`config.mk`:
```
export PLATFORM = sky130hd
export DESIGN_NAME = bounded_double_ended_list
export DESIGN_NICKNAME = d
export VERILOG_FILES = /design/src/rtl/bdel_pkg.sv /design/src/rtl/bounded_double_ended_list.sv
export SDC_FILE = /design/constraint.sdc
export NUM_CORES = 2
export LEC_CHECK = 0
export BUFFER_PORTS_ARGS = -buffer_cell sky130_fd_sc_hd__buf_4
export CELL_PAD_IN_SITES_DETAIL_PLACEMENT = 0
export CELL_PAD_IN_SITES_GLOBAL_PLACEMENT = 2
export CORE_UTILIZATION = 30
export CTS_CLUSTER_SIZE = 16
export DETAILED_ROUTE_END_ITERATION = 7
export PLACE_DENSITY_LB_ADDON = 0.1
export SETUP_SLACK_MARGIN = 0.5
export SYNTH_ARGS = -nofsm -noshare
export SYNTH_HDL_FRONTEND = slang
export SYNTH_SLANG_ARGS = --single-unit
```
`constraint.sdc`:
```
create_clock -name clk_i -period 6.8 [get_ports clk_i]
set_input_delay 1.36 -clock clk_i [delete_from_list [all_inputs] [get_ports clk_i]]
set_output_delay 1.36 -clock clk_i [all_outputs]
set_load 0.01 [all_outputs]
```
`src/rtl/bdel_pkg.sv`:
```
// Shared types and codes for the bounded double-ended list.
`timescale 1ns / 1ps

package bdel_pkg;

  localparam int unsigned BDEL_CAPACITY = 64;
  localparam int unsigned KIND_W        = 3;
  localparam int unsigned WORD_W        = 32;
  localparam int unsigned STATUS_W      = 2;
  localparam int unsigned POS_W         = 6;

  // request kinds
  localparam logic [KIND_W-1:0] KIND_PUSH_FRONT = 3'd0;
  localparam logic [KIND_W-1:0] KIND_PUSH_BACK  = 3'd1;
  localparam logic [KIND_W-1:0] KIND_POP_FRONT  = 3'd2;
  localparam logic [KIND_W-1:0] KIND_POP_BACK   = 3'd3;
  localparam logic [KIND_W-1:0] KIND_DUMP       = 3'd4;

  // result status
  localparam logic [STATUS_W-1:0] STATUS_OK    = 2'd0;
  localparam logic [STATUS_W-1:0] STATUS_FULL  = 2'd1;
  localparam logic [STATUS_W-1:0] STATUS_EMPTY = 2'd2;

  typedef struct packed {
    logic [KIND_W-1:0]        kind;
    logic signed [WORD_W-1:0] item_value;
  } req_t;

  typedef struct packed {
    logic [STATUS_W-1:0]      status;
    logic signed [WORD_W-1:0] read_value;
    logic [POS_W-1:0]         position;
    logic                     last;
  } rsp_t;

endpackage

```
`src/rtl/bounded_double_ended_list.sv`:
```
// Bounded double-ended list: a ring of words in one synchronous memory.
`timescale 1ns / 1ps

// A request is taken when start_i is high and busy_o is low; every result is
// shown on rsp_o for exactly one cycle with done_o high, and the receiver has
// no way to hold it off. Results appear the cycle after they are produced.
// Pushes and all error cases leave the block idle, so a new request can follow
// in the next cycle. A pop passes through ST_POP: the memory's registered read
// keeps busy_o high while the word comes back. A dump of N words passes through
// ST_DUMP, streaming one word per cycle as the read pointer walks the ring from
// the front; busy_o stays high until the last word is out. Unknown request
// kinds are dropped with no result. No clearing pass is needed after reset.
module bounded_double_ended_list #(
  parameter int unsigned CAPACITY = bdel_pkg::BDEL_CAPACITY
) (
  input  logic           clk_i,
  input  logic           rst_ni,
  input  logic           start_i,
  input  bdel_pkg::req_t req_i,
  output logic           busy_o,
  output logic           done_o,
  output bdel_pkg::rsp_t rsp_o
);

  localparam int unsigned AW = (CAPACITY > 1) ? $clog2(CAPACITY) : 1;
  localparam int unsigned CW = $clog2(CAPACITY + 1);

  localparam logic [1:0] ST_IDLE = 2'd0;
  localparam logic [1:0] ST_POP  = 2'd1;
  localparam logic [1:0] ST_DUMP = 2'd2;

  // ring address a + b, both operands below CAPACITY
  function automatic logic [AW-1:0] wrap_add(input logic [AW-1:0] a,
                                             input logic [CW-1:0] b);
    logic [AW:0] sum;
    sum = (AW+1)'(a) + (AW+1)'(b);
    if (sum >= (AW+1)'(CAPACITY)) begin
      sum = sum - (AW+1)'(CAPACITY);
    end
    return sum[AW-1:0];
  endfunction

  logic [1:0]    state_q, state_d;
  logic [AW-1:0] front_q, front_d;
  logic [CW-1:0] count_q, count_d;
  logic [AW-1:0] daddr_q, daddr_d;
  logic [AW-1:0] idx_q, idx_d;
  logic          done_q, done_d;
  bdel_pkg::rsp_t rsp_q, rsp_d;

  logic signed [bdel_pkg::WORD_W-1:0] mem_q [CAPACITY];
  logic signed [bdel_pkg::WORD_W-1:0] rdata_q;
  logic [AW-1:0] raddr, waddr;
  logic          mem_we;

  logic accept, full, empty;

  assign accept = start_i && (state_q == ST_IDLE);
  assign full   = (count_q == CW'(CAPACITY));
  assign empty  = (count_q == '0);

  always_comb begin
    state_d = state_q;
    front_d = front_q;
    count_d = count_q;
    daddr_d = daddr_q;
    idx_d   = idx_q;
    done_d  = 1'b0;
    rsp_d   = rsp_q;
    raddr   = daddr_q;
    waddr   = wrap_add(front_q, count_q);
    mem_we  = 1'b0;

    unique case (state_q)
      ST_IDLE: begin
        if (accept) begin
          rsp_d.status     = bdel_pkg::STATUS_OK;
          rsp_d.read_value = '0;
          rsp_d.position   = '0;
          rsp_d.last       = 1'b1;
          case (req_i.kind) inside
            bdel_pkg::KIND_PUSH_FRONT, bdel_pkg::KIND_PUSH_BACK: begin
              done_d = 1'b1;
              if (full) begin
                rsp_d.status = bdel_pkg::STATUS_FULL;
              end else begin
                mem_we  = 1'b1;
                count_d = count_q + CW'(1);
                if (req_i.kind == bdel_pkg::KIND_PUSH_FRONT) begin
                  waddr   = (front_q == '0) ? AW'(CAPACITY - 1) : front_q - AW'(1);
                  front_d = waddr;
                end
              end
            end
            bdel_pkg::KIND_POP_FRONT, bdel_pkg::KIND_POP_BACK: begin
              if (empty) begin
                done_d       = 1'b1;
                rsp_d.status = bdel_pkg::STATUS_EMPTY;
              end else begin
                state_d = ST_POP;
                count_d = count_q - CW'(1);
                if (req_i.kind == bdel_pkg::KIND_POP_FRONT) begin
                  raddr   = front_q;
                  front_d = wrap_add(front_q, CW'(1));
                end else begin
                  raddr = wrap_add(front_q, count_q - CW'(1));
                end
              end
            end
            bdel_pkg::KIND_DUMP: begin
              if (empty) begin
                done_d       = 1'b1;
                rsp_d.status = bdel_pkg::STATUS_EMPTY;
              end else begin
                state_d = ST_DUMP;
                raddr   = front_q;
                daddr_d = wrap_add(front_q, CW'(1));
                idx_d   = '0;
              end
            end
            default: ;  // unused kinds: no result
          endcase
        end
      end
      ST_POP: begin
        done_d           = 1'b1;
        rsp_d.status     = bdel_pkg::STATUS_OK;
        rsp_d.read_value = rdata_q;
        rsp_d.position   = '0;
        rsp_d.last       = 1'b1;
        state_d          = ST_IDLE;
      end
      ST_DUMP: begin
        // rdata_q holds the word at idx_q; fetch the next one meanwhile
        done_d           = 1'b1;
        rsp_d.status     = bdel_pkg::STATUS_OK;
        rsp_d.read_value = rdata_q;
        rsp_d.position   = bdel_pkg::POS_W'(idx_q);
        rsp_d.last       = (CW'(idx_q) == count_q - CW'(1));
        raddr            = daddr_q;
        daddr_d          = wrap_add(daddr_q, CW'(1));
        idx_d            = idx_q + AW'(1);
        if (rsp_d.last) begin
          state_d = ST_IDLE;
        end
      end
      default: begin
        state_d = ST_IDLE;
      end
    endcase
  end

  always_ff @(posedge clk_i or negedge rst_ni) begin
    if (!rst_ni) begin
      state_q <= ST_IDLE;
      front_q <= '0;
      count_q <= '0;
      done_q  <= 1'b0;
    end else begin
      state_q <= state_d;
      front_q <= front_d;
      count_q <= count_d;
      done_q  <= done_d;
    end
  end

  always_ff @(posedge clk_i) begin
    daddr_q <= daddr_d;
    idx_q   <= idx_d;
    rsp_q   <= rsp_d;
  end

  always_ff @(posedge clk_i) begin
    if (mem_we) begin
      mem_q[waddr] <= req_i.item_value;
    end
    rdata_q <= mem_q[raddr];
  end

  assign busy_o = (state_q != ST_IDLE);
  assign done_o = done_q;
  assign rsp_o  = rsp_q;

  a_count_bound: assert property (@(posedge clk_i) disable iff (!rst_ni)
    (count_q <= CW'(CAPACITY)) && ((AW+1)'(front_q) < (AW+1)'(CAPACITY)))
    else $error("ring pointer or count out of range");

  a_pop_result: assert property (@(posedge clk_i) disable iff (!rst_ni)
    (state_q == ST_POP) |=> (done_o && rsp_o.last))
    else $error("pop read did not produce a result");

  a_dump_beat: assert property (@(posedge clk_i) disable iff (!rst_ni)
    (state_q == ST_DUMP) |=> done_o)
    else $error("dump skipped a beat");

  a_not_last: assert property (@(posedge clk_i) disable iff (!rst_ni)
    (done_o && !rsp_o.last) |-> (state_q == ST_DUMP))
    else $error("non-final beat outside a dump");

  a_dump_count: assert property (@(posedge clk_i) disable iff (!rst_ni)
    (state_q == ST_DUMP) |-> $stable(count_q))
    else $error("list changed during dump");

endmodule

```
# Word level (Yosys, flattened, before mapping)

Memory sizes are Yosys's and may differ from the RTL's. A register that Yosys moved wholly into a read port is not among the register bits.
Index checks and enable logic that the tools add are counted.

Bits in registers: 69
Bits in writable memories: 2048
Output and inout bits: 43
Word-level logic and storage cells: 132
Memories kept: 1
Bits of input ports: 38

Order comparisons: 4
Muxes and demuxes: 67
$add $sub $neg: 12
Reductions and logical operators: 18
Eq/ne operators: 20

Memory list:

| name  | depth | bits a word | read ports | clocked after Yosys merged registers in | wr ports | RTL line                        | source |
|---|---|---|---|---|---|---|---|
| mem_q | 64    | 32          | 1          | 1                                       | 1        | bounded_double_ended_list.sv:51 | `logic signed [bdel_pkg::WORD_W-1:0] mem_q [CAPACITY];` |

Operator list:

| kind                | count |
|---|---|
| $mux 6              | 34 |
| $pmux 41 s3         | 1 |
| $mux 41             | 1 |
| $sub 6x1->6 const B | 5 |
| $ge 7x7->1 const B  | 4 |
| $mux 7              | 4 |
| $pmux 6 s2          | 2 |
| $mux 2              | 11 |
| $add 6x1->7 const B | 2 |
| $add 6x7->7         | 2 |
| $ne 2x2->1 const B  | 7 |
| $mux 1              | 12 |
| $reduce_and 6->1    | 2 |
| $reduce_bool 2->1   | 4 |
| $add 7x1->7 const B | 1 |
| $eq 6x7->1          | 1 |
| $eq 7x7->1 const B  | 1 |
| $logic_not 7->1     | 1 |
| $reduce_and 7->1    | 1 |
| $sub 7x1->7 const B | 1 |
| $add 6x1->6 const B | 1 |
| $eq 3x2->1 const B  | 2 |
| $logic_not 6->1     | 1 |
| $ne 3x3->1 const B  | 2 |
| 15 further kinds    | 18 |

# Logic depth before layout (Yosys ltp)

Depth in word-level cells: 10
Mapped depth: 18
Mapped depth without buffers: 14

# Worst setup path after synthesis

OpenSTA, ideal clock, no wires.

Path kind: input -> register
Start: input port req_i[34] in the netlist's numbering
End: memory mem_q[41][0] in the netlist's numbering (enable)
Data arrival time: 4.721 ns
Buffers on the path: 2
Setup slack: 1.658 ns
Setup time: 0.421 ns
Stages: 9
Data required time: 6.379 ns
Cells stage by stage: or2_2 clkbuf_1 a2111oi_0 clkbuf_1 nand3_1 o21ai_0 and2_1 nand3_1 nor2_1

Longest elaborated chain between the ends: 7
Elaborated cells between the ends (all ways): 13
Classes of those cells: eq/ne (1); mux (10); reduce/logical (2)

RTL lines:

| element                                                 | RTL line                         | source |
|---|---|---|
| start, declared                                         | bounded_double_ended_list.sv:19  | `input bdel_pkg::req_t req_i,` |
| $eq 3x1->1 (no line) or $logic_not 3->1 (tied branches) | --                               |  |
| $reduce_or 2->1                                         | --                               |  |
| $mux 1                                                  | bounded_double_ended_list.sv:81  | `case (req_i.kind) inside` |
| $mux 1                                                  | bounded_double_ended_list.sv:76  | `if (accept) begin` |
| $mux 1                                                  | bounded_double_ended_list.sv:74  | `unique case (state_q)` |
| $mux 1                                                  | bounded_double_ended_list.sv:174 | `if (mem_we) begin` |
| $mux 1 (implied by the code)                            | bounded_double_ended_list.sv:175 | `mem_q[waddr] <= req_i.item_value;` |
| end, declared                                           | bounded_double_ended_list.sv:51  |  |

Parallel ways exist; a longest one is shown, timed or not.

# Worst setup path in the final report

Start: register count_q[0]
End: register rdata_q[15] in the netlist's numbering, read port of mem_q

Longest elaborated chain between the ends: 10
Elaborated cells between the ends (all ways): 14
Classes of those cells: add/sub (3); order compare (1); mux (9); reduce/logical (1)

RTL lines:

| element                                   | RTL line                                                         | source |
|---|---|---|
| start, declared                           | bounded_double_ended_list.sv:45                                  | `logic [CW-1:0] count_q, count_d;` |
| start signal, assigned                    | bounded_double_ended_list.sv:162                                 | `count_q <= count_d;` |
| $sub 7x1->7                               | bounded_double_ended_list.sv:106                                 | `raddr = wrap_add(front_q, count_q - CW'(1));` |
| $add 6x7->7                               | bounded_double_ended_list.sv:36                                  | `sum = (AW+1)'(a) + (AW+1)'(b);` |
| $sub 6x1->6 or $ge 7x7->1 (tied branches) | bounded_double_ended_list.sv:38, bounded_double_ended_list.sv:37 |  |
| $mux 6                                    | bounded_double_ended_list.sv:37                                  | `if (sum >= (AW+1)'(CAPACITY)) begin` |
| $mux 6                                    | bounded_double_ended_list.sv:102                                 | `if (req_i.kind == bdel_pkg::KIND_POP_FRONT) begin` |
| $mux 6                                    | bounded_double_ended_list.sv:96                                  | `if (empty) begin` |
| $mux 6 (*) (2 in a row)                   | bounded_double_ended_list.sv:81                                  |  |
| $mux 6 (*)                                | bounded_double_ended_list.sv:76                                  |  |
| $mux 6 (*)                                | bounded_double_ended_list.sv:74                                  |  |
| end, declared                             | bounded_double_ended_list.sv:52                                  | `logic signed [bdel_pkg::WORD_W-1:0] rdata_q;` |

Every way passes the cells marked *; elsewhere a longest branch is shown, timed or not.
A chain may end at the register's enable or synchronous reset.

==> impl_metrics.json <==
{
  "grt.total_usage_pct": 21.8,
  "post-cts-setup-buffers": 0,
  "period_share_pct": 84.7,
  "area_growth_pct": 17.0,
  "io_pins": 81,
  "vias": 51812,
  "relSlewSlack_pct": 14.4,
  "min_period_ns": 5.76,
  "avgSynthCellArea_um2": 14.6,
  "finalWirelength_mm": 316,
  "cts.sinks": 2149,
  "antenna_found_initial": 24,
  "synth-edff-count": 2101,
  "die_h_um": 534,
  "drt_first_pass_iters": 6,
  "synthArstFlopShare_pct": 0.745,
  "synth_seq_area_share_pct": 75.5,
  "maxSlewViolCount": 0,
  "drive_gt1_share_pct": 13.0,
  "final_cells": 9958,
  "fin_tns_setup_ns": 0,
  "end_kind": "flop",
  "worst_hold_path_type": "input port to async pin",
  "cts_resized": 0,
  "ys.flop_type": "edfxtp_1",
  "die-area_mm2": 0.285,
  "wl_per_cell_um": 31.7,
  "grt_start_max_net_pins": 138,
  "synth-seq-cells": 2149,
  "maxCapViolCount": 0,
  "setup_violations": 0,
  "cp_max_fo": 17,
  "powerDensity_mw_per_mm2": 418,
  "cts_buffers": 247,
  "ir_drop_uv": 279,
  "grt-ovfl-total": 0,
  "cts_tree": "built",
  "grt_pass1_wl_mm": 433,
  "hold_viol": 0,
  "synth-warning-count": 0,
  "layout_setup_ws_ns": 1.04,
  "grt_pass1_vias": 50583,
  "via_per_inst": 5.20,
  "status": "complete, no violations",
  "cp-start-kind": "flop",
  "worstPathRequired_ns": 7.58,
  "hpwl_mm": 179,
  "power_leakage_nw": 33.0,
  "core_area_mm2": 0.280,
  "numPortBuffers": 80,
  "insertion_delay_ns": 0.92,
  "critPathKind": "flop to flop",
  "pre_cts_ws_ns": 0.957,
  "synthCells": 5818,
  "rsz0062_at_grt": "no",
  "die-width_um": 534,
  "critPathArrivalTime_ns": 6.54,
  "cts_max_level": 4,
  "clock_skew_ns": 0.0703,
  "final_antenna_net_count": 0,
  "cts-root-buf": "clkbuf_16",
  "syn-num-nets": 5880,
  "dp.cells": 9501,
  "first_iter_violations": 4681,
  "fin_nets": 6088,
  "cts.path.max_buffers": 4,
  "worstMarginPinSlew_ns": 1.28,
  "gp_congestion": 0.748,
  "clkTransAtPathRegs_ns": 0.06,
  "drc_errors": 0,
  "synthDistinctLibCells": 79,
  "syn_area_mm2": 0.0849,
  "fmax_mhz": 174,
  "rows": 194,
  "hold_buffers": 0,
  "start_util_pct": 30.3
}
==> final timing paths <==
kind / start / end / slack, ns / cells past startpoint
min in group clk_i: rdata_q[28]$_DFF_P_ / rsp_o[35]$_DFFE_PP_ / 0.51 / 1
max reg2reg: count_q[0]$_DFFE_PN0P_ / rdata_q[15]$_DFF_P_ / 1.04 / 13
min: rst_ni / state_q[1]$_DFFE_PN0P_ / 0.32 / 1
max: count_q[0]$_DFFE_PN0P_ / rdata_q[15]$_DFF_P_ / 1.04 / 13
max in group asynchronous: rst_ni / count_q[4]$_DFFE_PN0P_ / 6.19 / 1
min reg2reg: rdata_q[28]$_DFF_P_ / rsp_o[35]$_DFFE_PP_ / 0.51 / 1
==> critical path, cell delays in order (launching register included) <==
cell     delay [ns]
dfrtp_1        0.46
inv_1          0.15
ha_1           0.24
or3b_2         0.51
xnor2_1        0.31
ha_1           0.32
or2_2          0.31
a22o_1         0.22
a31oi_1        0.17
nor3b_4        0.86
or2b_2         0.91
nor3_1         0.17
a311o_1        0.47
or4_1          0.49
==> power by group <==
part / switching [mW] / total, mW / internal, mW
registers: 0.433 / 15.5 / 15.1
clock network: 5.40 / 12.8 / 7.36
logic: 9.26 / 13.2 / 3.93
total: 15.1 / 41.5 / 26.4
==> kinds of logic (layout without fill, tap and decap cells) <==
logic type / Yosys count / after routing / synth area share, %
other: 0 / 6 / 0
DFF: 2149 / 2149 / 75.5
muxes: 378 / 378 / 4.72
buffers and inverters: 387 / 797 / 1.98
and+or+nand+nor: 1953 / 1953 / 9.97
xor gates and xnor gates: 39 / 39 / 0.402
AOI/OAI and AO/OA: 888 / 888 / 7.02
adders and majority gates: 24 / 24 / 0.371
==> cells in the mapped netlist, types with 19 or more instances <==
master	instances	area, µm²
nor2_1	135	507
nor3_1	30	150
a311oi_1	21	184
a21oi_1	244	1220
edfxtp_1	2101	63100
and2_1	49	307
xnor2_1	26	228
o311ai_0	33	289
mux2i_1	328	3280
and3_1	65	407
mux2_2	36	405
nand3_1	371	1860
a22oi_1	65	488
a32oi_1	125	1090
a32o_1	19	190
o21ai_0	142	711
buf_1	52	195
o22ai_1	54	338
dfxtp_1	32	641
nand2_1	1194	4480
ha_1	22	275
clkbuf_1	169	634
buf_2	137	686
a31oi_1	65	407
or3_1	42	263
==> layout by cell type (no fill, tap or decap), types with 32 or more instances in the layout <==
cell type	n
edfxtp_1	2101
buf_12	56
mux2_2	36
buf_4	276
clkinv_1	56
o22ai_1	54
nor2_1	68
clkbuf_16	250
and2_1	47
or3_1	42
nor2_4	67
o21ai_0	141
a31oi_1	65
clkbuf_1	72
clkinv_2	39
mux2i_1	328
nand3_1	371
dfxtp_1	32
a21oi_1	243
a32oi_1	125
nand2_1	1192
and3_1	65
a22oi_1	65
o311ai_0	33
==> routing by layer <==
metal / wire [µm] / part of all wire [%] / GRT usage, % / vias up
met1: 147000 / 47 / 31.2 / 27504
met5: 46 / 0.015 / 0 / -
met2: 147000 / 46 / 35.1 / 1316
li1: - / - / - / 22622
met3: 15300 / 4.8 / 3.07 / 364
met4: 6800 / 2.2 / 4.83 / 6
==> per-stage QoR <==
stage | utilization (%) | power [mW] | cell area (µm²) | hold WS [ns]
after floorplan | - | 22.8 | 84900 | 0.482
after global placement | 32.7 | 29.3 | 91800 | 0.496
after detailed placement | 32.7 | 29.2 | 91800 | 0.500
after CTS | 35.4 | 42.0 | 99400 | 0.269
after global routing | 35.4 | 43.3 | 99400 | 0.307
final | 35.4 | 41.5 | 99400 | 0.318
==> state kept, by name, summed over array words and instances, names as in the netlist <==
register,flops
mem_q,2048
rsp_o,41
rdata_q,32
count_q,7
daddr_q,6
front_q,6
idx_q,6
state_q,2
done_o,1
==> area by class of cell <==
| cell class | count | area (µm²) |
|---|---|---|
| diodes | 6 | 15.0 |
| flip-flops and latches | 2149 | 64100 |
| fillers | 26843 | 181000 |
| repair buffers | 332 | 3190 |
| multi-input cells | 3282 | 19700 |
| inverters | 14 | 52.6 |
| clock buffers | 331 | 6650 |
| well taps | 3724 | 4660 |
| clock inverters | 120 | 955 |
Power figures use the tool's default switching activity.
